**config.mk**
```make
export PLATFORM = sky130hd
export DESIGN_NAME = lut_walsh_fourier_spectrum
export DESIGN_NICKNAME = d
export VERILOG_FILES = /design/src/hw/rtl/lwfs_pkg.sv /design/src/hw/rtl/lut_walsh_fourier_spectrum.sv /design/src/hw/rtl/lwfs_lane.sv /design/src/hw/rtl/lwfs_merge.sv
export SDC_FILE = /design/constraint.sdc
export NUM_CORES = 1
export LEC_CHECK = 0
export BUFFER_PORTS_ARGS = -buffer_cell sky130_fd_sc_hd__buf_4
export CORE_MARGIN = 2
export CORE_UTILIZATION = 50
export CTS_CLUSTER_SIZE = 30
export DETAILED_ROUTE_END_ITERATION = 8
export GPL_ROUTABILITY_DRIVEN = 0
export PLACE_DENSITY = 0.67
export SYNTH_ARGS = -nofsm -noshare
export SYNTH_HDL_FRONTEND = slang
export SYNTH_HIERARCHICAL = 1
export SYNTH_SLANG_ARGS = --single-unit
```
**constraint.sdc**
```tcl
create_clock -name clock -period 5.3 [get_ports clock]
set_input_delay 0.53 -clock clock [delete_from_list [all_inputs] [get_ports clock]]
set_output_delay 0.53 -clock clock [all_outputs]
set_load 0.02 [all_outputs]
```
**src/hw/rtl/lwfs_pkg.sv**
```systemverilog
// Package for the LUT Walsh-Hadamard spectrum block.
// Holds widths, lane counts and the tag that travels with each coefficient.
// No dependencies.
package lwfs_pkg;

   localparam int MAX_INPUTS = 6;
   localparam int IDX_W      = 6;
   localparam int LANES      = 64;
   localparam int N_W        = 3;
   localparam int COEF_W     = 8;
   localparam int GROUPS     = 8;
   localparam int GROUP_SIZE = 8;
   localparam int GCNT_W     = 4;
   localparam int TOTAL_W    = 7;
   localparam int REQ_DATA_W = 72;
   localparam int RSP_DATA_W = 16;

   // Control that follows one coefficient down the pipeline
   typedef struct packed {
      logic             valid;
      logic [IDX_W-1:0] idx;
      logic             last;
      logic [N_W-1:0]   n;
   } tag_type;

endpackage

```
**src/hw/rtl/lut_walsh_fourier_spectrum.sv**
```systemverilog
// Top level of the LUT Walsh-Hadamard spectrum block: sequencer, 64 lanes,
// merge stage and output register. Depends on lwfs_pkg, lwfs_lane, lwfs_merge.
//
//  channel | dir | handshake            | payload
//  req     | in  | req_tvalid/tready    | tdata: truth_table, input_count
//  rsp     | out | rsp_tvalid/tready    | tdata: subset_index, coefficient; tlast
//
// Each table gives 2^n coefficients, one per cycle while rsp is not stalled; a
// table holds the input side while the sequencer steps the subset index.
// All 64 lanes evaluate one subset per cycle unless stalled; the merge registers
// per-group counts, sums them combinationally and feeds the output register.
// Reset (synchronous, active high) empties the sequencer and the pipeline.
// A stall on rsp freezes the whole pipeline; nothing is dropped.
module lut_walsh_fourier_spectrum
   import lwfs_pkg::*;
(
   input  logic                  clock,
   input  logic                  reset,
   input  logic                  req_tvalid,
   output logic                  req_tready,
   // [63:0] truth_table, [66:64] input_count, [71:67] zero
   input  logic [REQ_DATA_W-1:0] req_tdata,
   output logic                  rsp_tvalid,
   input  logic                  rsp_tready,
   // [5:0] subset_index, [13:6] coefficient, [15:14] zero
   output logic [RSP_DATA_W-1:0] rsp_tdata,
   output logic                  rsp_tlast
);

   logic             busy_ff;
   logic             busy_in;
   logic [IDX_W-1:0] idx_ff;
   logic [IDX_W-1:0] idx_in;
   logic [IDX_W-1:0] mask_ff;
   logic [IDX_W-1:0] mask_in;
   logic [N_W-1:0]   n_ff;
   logic [N_W-1:0]   n_in;
   logic [LANES-1:0] table_ff;
   logic [LANES-1:0] table_in;
   logic [N_W-1:0]   req_n;
   logic [IDX_W:0]   req_size;
   logic             req_fire;
   logic             en;
   logic             issue_last;
   tag_type          s1_ff;
   tag_type          s2_tag;
   logic [LANES-1:0] neg;
   logic [COEF_W-1:0] coef;
   logic              rsp_valid_ff;
   logic [IDX_W-1:0]  rsp_idx_ff;
   logic [COEF_W-1:0] rsp_coef_ff;
   logic              rsp_last_ff;

   // Pipeline advances when the output register can take a new item
   assign en         = ~rsp_valid_ff | rsp_tready;
   assign req_tready = ~busy_ff;
   assign req_fire   = req_tvalid & req_tready;
   assign issue_last = (idx_ff == mask_ff);

   // Clamp the input count and build the index mask
   always_comb begin
      req_n = req_tdata[66:64];
      if (req_n > N_W'(MAX_INPUTS)) begin
         req_n = N_W'(MAX_INPUTS);
      end
      req_size = (IDX_W+1)'(1) << req_n;
   end

   // Sequencer next state
   always_comb begin
      busy_in  = busy_ff;
      idx_in   = idx_ff;
      mask_in  = mask_ff;
      n_in     = n_ff;
      table_in = table_ff;
      if (req_fire) begin
         busy_in  = 1'b1;
         idx_in   = '0;
         n_in     = req_n;
         mask_in  = IDX_W'(req_size - (IDX_W+1)'(1));
         table_in = req_tdata[LANES-1:0];
      end else if (busy_ff && en) begin
         idx_in = idx_ff + IDX_W'(1);
         if (issue_last) begin
            busy_in = 1'b0;
         end
      end
   end

   always_ff @(posedge clock) begin
      if (reset) begin
         busy_ff <= 1'b0;
      end else begin
         busy_ff <= busy_in;
      end
   end

   always_ff @(posedge clock) begin
      idx_ff   <= idx_in;
      mask_ff  <= mask_in;
      n_ff     <= n_in;
      table_ff <= table_in;
   end

   // Lane stage tag
   always_ff @(posedge clock) begin
      if (reset) begin
         s1_ff.valid <= 1'b0;
      end else if (en) begin
         s1_ff.valid <= busy_ff;
      end
      if (en) begin
         s1_ff.idx  <= idx_ff;
         s1_ff.last <= issue_last;
         s1_ff.n    <= n_ff;
      end
   end

   // One lane per table entry
   for (genvar j = 0; j < LANES; j++) begin : g_lane
      lwfs_lane u_lane (
         .clock     (clock),
         .en        (en),
         .lane_id   (IDX_W'(j)),
         .idx       (idx_ff),
         .mask      (mask_ff),
         .table_bit (table_ff[j]),
         .neg_ff    (neg[j])
      );
   end

   lwfs_merge u_merge (
      .clock       (clock),
      .reset       (reset),
      .en          (en),
      .neg         (neg),
      .tag_in      (s1_ff),
      .tag_out     (s2_tag),
      .coefficient (coef)
   );

   // Output register
   always_ff @(posedge clock) begin
      if (reset) begin
         rsp_valid_ff <= 1'b0;
      end else if (en) begin
         rsp_valid_ff <= s2_tag.valid;
      end
   end

   always_ff @(posedge clock) begin
      if (en) begin
         rsp_idx_ff  <= s2_tag.idx;
         rsp_coef_ff <= coef;
         rsp_last_ff <= s2_tag.last;
      end
   end

   assign rsp_tvalid = rsp_valid_ff;
   assign rsp_tdata  = {2'b00, rsp_coef_ff, rsp_idx_ff};
   assign rsp_tlast  = rsp_last_ff;

`ifndef SYNTHESIS
   // An accepted table starts the sequencer
   a_fire_busy: assert property (@(posedge clock) disable iff (reset)
      req_fire |=> busy_ff)
      else $error("sequencer not busy after accept");

   // Coefficient stays within -1.0 .. 1.0
   a_coef_range: assert property (@(posedge clock) disable iff (reset)
      rsp_valid_ff |-> ($signed(rsp_coef_ff) >= -8'sd64 && $signed(rsp_coef_ff) <= 8'sd64))
      else $error("coefficient out of range");

   // A stall freezes the lane stage
   a_stall_hold: assert property (@(posedge clock) disable iff (reset)
      !en |=> $stable(s1_ff) && $stable(neg))
      else $error("lane stage moved during stall");

   // Last mark sits on the final index of the table
   a_last_idx: assert property (@(posedge clock) disable iff (reset)
      (s1_ff.valid && s1_ff.last) |-> (s1_ff.idx == IDX_W'(((IDX_W+1)'(1) << s1_ff.n) - 1)))
      else $error("last mark on wrong index");
`endif

endmodule

```
**src/hw/rtl/lwfs_lane.sv**
```systemverilog
// One lane of the spectrum datapath: sign of one table entry for the current subset.
// Depends on lwfs_pkg.
module lwfs_lane
   import lwfs_pkg::*;
(
   input  logic             clock,
   input  logic             en,
   input  logic [IDX_W-1:0] lane_id,
   input  logic [IDX_W-1:0] idx,
   input  logic [IDX_W-1:0] mask,
   input  logic             table_bit,
   output logic             neg_ff
);

   logic neg_in;
   logic in_range;

   // Entry counts only when its position lies inside the table
   assign in_range = ((lane_id & ~mask) == '0);
   assign neg_in   = in_range & (table_bit ^ (^(idx & lane_id)));

   // Hold while the pipeline is stalled
   always_ff @(posedge clock) begin
      if (en) begin
         neg_ff <= neg_in;
      end
   end

endmodule

```
**src/hw/rtl/lwfs_merge.sv**
```systemverilog
// Merge stage: counts negative entries over all lanes and scales to a coefficient.
// Depends on lwfs_pkg.
module lwfs_merge
   import lwfs_pkg::*;
(
   input  logic              clock,
   input  logic              reset,
   input  logic              en,
   input  logic [LANES-1:0]  neg,
   input  tag_type           tag_in,
   output tag_type           tag_out,
   output logic [COEF_W-1:0] coefficient
);

   logic [GCNT_W-1:0] grp_cnt_ff [GROUPS];
   logic [GCNT_W-1:0] grp_cnt_in [GROUPS];
   tag_type           tag_ff;
   logic [TOTAL_W-1:0] total;
   logic [13:0]        shifted;
   logic [8:0]         coef_wide;
   logic [N_W-1:0]     shamt;

   // Count each group of lanes
   always_comb begin
      for (int g = 0; g < GROUPS; g++) begin
         grp_cnt_in[g] = '0;
         for (int b = 0; b < GROUP_SIZE; b++) begin
            grp_cnt_in[g] = grp_cnt_in[g] + GCNT_W'(neg[g*GROUP_SIZE + b]);
         end
      end
   end

   // Register group counts
   always_ff @(posedge clock) begin
      if (en) begin
         for (int g = 0; g < GROUPS; g++) begin
            grp_cnt_ff[g] <= grp_cnt_in[g];
         end
      end
   end

   // Advance the tag with the counts
   always_ff @(posedge clock) begin
      if (reset) begin
         tag_ff.valid <= 1'b0;
      end else if (en) begin
         tag_ff.valid <= tag_in.valid;
      end
      if (en) begin
         tag_ff.idx  <= tag_in.idx;
         tag_ff.last <= tag_in.last;
         tag_ff.n    <= tag_in.n;
      end
   end

   // Sum groups, coefficient = 64 - count * 2^(7-n)
   always_comb begin
      total = '0;
      for (int g = 0; g < GROUPS; g++) begin
         total = total + TOTAL_W'(grp_cnt_ff[g]);
      end
      shamt     = N_W'(7) - tag_ff.n;
      shifted   = {7'd0, total} << shamt;
      coef_wide = 9'd64 - shifted[8:0];
   end

   assign coefficient = coef_wide[COEF_W-1:0];
   assign tag_out     = tag_ff;

endmodule

```
==> impl_metrics.tcl <==
set metrics [dict create \
    status "complete, no violations" \
    synthDistinctLibCells 58 \
    post-place-ws_ns 0.500 \
    die_h_um 195 \
    drtAntennaViolNets 0 \
    use_met3 0.0253 \
    slew_violations 0 \
    syn_area_per_cell_um2 9.81 \
    netlist_area_um2 18200 \
    vias 13528 \
    critPathRequiredTime_ns 5.61 \
    critPathSlowestCell "fa_1" \
    slew_headroom 0.338 \
    hold_viol 0 \
    skew_ns 0.0189 \
    rows 69 \
    holdPathStages 1 \
    holdCritStartpoint "req_tdata[12]" \
    avgRoutedWirePerCell_um 12.3 \
    area_delta_synth_final_pct 27.9 \
    cts_sinks 213 \
    register_area_um2 6310 \
    diodes 0 \
    placedCellCount 3176 \
    start_util 0.509 \
    mostFrequentLayoutCells "conb_1 (770), inv_1 (494), nand2_1 (395)" \
    drive_gt1_frac 0.0832 \
    multiInputGateArea_um2 12800 \
    ys_seq_area_frac 0.346 \
    internal_power_mw 5.19 \
    final_common_cell "conb_1" \
    end_kind "flop" \
    rsz0062_at_grt "false" \
    drv_cap 0 \
    ios 95 \
    final-setup-viol-count 0 \
    clk_pin_slew_worst_paths_ns 0.06 \
    busiest_layer "met2" \
    drt_iter0_markers 536 \
    p_seq_frac 0.277 \
    stdcell_count 3227 \
    peakVddDrop_uv 515 \
    critical-path-top-delay-family "adder cells" \
    cts_tree "yes" \
    drc 0 \
    r2r_start "u_merge/grp_cnt_ff[7][2]" \
    r2r_cells 13 \
    via_per_inst 4.19 \
    layout_min_cycle_time_ns 4.83 \
    arrival_ns 5.14 \
    synth_cells 1854 \
    die_x_um 195 \
    die_area_um2 37900 \
    grt_max_degree 91 \
    path_max_fanout 5 \
    core-area_um2 35700 \
    cts.hold.buffers_added 0 \
    finalNetCount 2909 \
    crit_top_cell "fa_1" \
    grt_pass1_vias 13530 \
    clock_path_buffers 3 \
    whs_endpoint "table_ff[12]" \
    p_sw_mw 3.20 \
    worstSetupPathType "reg -> reg" \
    dr.pass1.iters 4 \
    cp-start-kind "flop" \
    p_leak_nw 12.8 \
    ys_dominant_reg_cell "edfxtp_1" \
    h-tree-depth 1 \
    fin_area_um2 23300 \
    slowest_delay_ns 0.57 \
    synth_seq_cells 213 \
    fin_crit_sh 0.911 \
    grt.total_usage 0.216 \
    antenna_found_initial 0 \
    wirelength_um 39700 \
    cts_buffers 28 \
    comb_power_share 0.507 \
    numPortBuffers 87 \
    finalWorstSetupSlack_ns 0.470 \
    insertion_delay_ns 0.56 \
    critPathBufInv 3 \
    hp-class "in -> reg" \
    cts_resized 0 \
    cts_setup_buffers 0 \
    fin_util 0.651 \
    root_buffer "clkbuf_16" \
    placed_cell_area_um2 22400 \
    dp_hpwl_um 26200 \
    power_frac_clock 0.216 \
    swShare 0.381 \
    powerDensity_nw_per_um2 361 \
    grt_pass1_wl_um 65500 \
    use_met1 0.258 \
    synth-edff-count 203 \
    rrSetupSlack_ns 0.47 \
    yosys_warnings 6 \
    setup-tns-final_ns 0 \
    reg2reg_to "rsp_coef_ff[7]" \
    cp_cell_sequence "fa_1 -> inv_1 -> fa_1 -> fa_1 -> inv_1 -> fa_1 -> ha_1 -> fa_1 -> mux4_2 -> o41ai_4 -> inv_2 -> o21ai_2 -> xor2_1" \
    grt-ovfl-total 0 \
    met2_usage 0.414 \
    async_reset_ff_frac 0 \
    nFillCells 2986 \
    fmax_mhz 207 \
    worst_pin_slew_ns 0.993 \
]
cell usage after synthesis, drive strengths merged, types with 3 or more instances:
cell type,n,area share
inv,499,0.10
nand2,395,0.081
edfxtp,203,0.34
o22ai,193,0.066
xnor3,128,0.16
xnor2,77,0.037
xor2,72,0.035
nor4,65,0.044
fa,55,0.061
ha,33,0.023
a21oi,20,0.0057
nor2b,15,0.0052
o21ai,11,0.0034
dfxtp,10,0.011
nor2,10,0.0021
buf,7,0.0028
clkbuf,5,0.0010
nand3,5,0.0014
nor3,5,0.0017
and2,3,0.0010
mux2i,3,0.0017
nand2b,3,0.0012
nand4b,3,0.0014
o31ai,3,0.0012
worst max path at each step:
stage                                        start        endpoint  slack, ns  depth (start not counted)
after floorplan           u_merge/grp_cnt_ff[7][2]  rsp_coef_ff[7]       0.69                         13
after global placement    u_merge/grp_cnt_ff[7][2]  rsp_coef_ff[7]       0.57                         13
after detailed placement  u_merge/grp_cnt_ff[7][2]  rsp_coef_ff[7]       0.50                         13
after CTS                 u_merge/grp_cnt_ff[7][2]  rsp_coef_ff[7]       0.46                         13
after global routing      u_merge/grp_cnt_ff[7][2]  rsp_coef_ff[7]       0.29                         14
final                     u_merge/grp_cnt_ff[7][2]  rsp_coef_ff[7]       0.47                         13
power groups by stage:
stage / Clock (mW) / Sequential (mW) / Combinational, mW
finish: 1.82 / 2.33 / 4.25
global route: 1.92 / 2.35 / 4.75
CTS: 1.87 / 2.33 / 4.22
detailed placement: 0 / 2.36 / 4.18
global placement: 0 / 2.35 / 4.06
floorplan: 0 / 2.41 / 3.23
stage by stage:
stage | power (mW) | hold slack, ns
after floorplan | 5.64 | 0.400
after global placement | 6.41 | 0.401
after detailed placement | 6.55 | 0.405
after CTS | 8.42 | 0.104
after global routing | 9.02 | 0.115
final | 8.39 | 0.135
logic make-up after synthesis:
kind of cell	count (synthesis)	synth area share
simple gates	514	0.144
buf+inv	511	0.107
xor+xnor	277	0.231
compound gates	243	0.0848
flops	213	0.346
fa+ha+maj	88	0.0832
mux	6	0.00413
other cells	2	0.000413
flip-flops by register name, summed over array words and instances (netlist names):
name / flops
g_lane.u_lane/neg_ff: 64
table_ff: 64
u_merge/grp_cnt_ff: 32
s1_ff: 11
u_merge/tag_out: 11
rsp_coef_ff: 8
idx_ff: 6
mask_ff: 6
rsp_idx_ff: 6
n_ff: 2
busy_ff: 1
rsp_tlast: 1
rsp_tvalid: 1
routing by layer:
layer,vias to the layer above,wire [um]
li1,7095,-
met1,6198,16900
met2,181,20700
met3,54,1260
met4,0,769
met5,-,0
cell type report:
| class | count | share of cell area |
|---|---|---|
| inverter | 499 | 0.0806 |
| multi-input combinational | 1898 | 0.552 |
| tap | 461 | 0.0248 |
| clock inverter | 16 | 0.00607 |
| clock buffer | 35 | 0.0312 |
| timing repair buffer | 105 | 0.0349 |
| sequential | 213 | 0.271 |
Power figures use the tool's default switching activity.
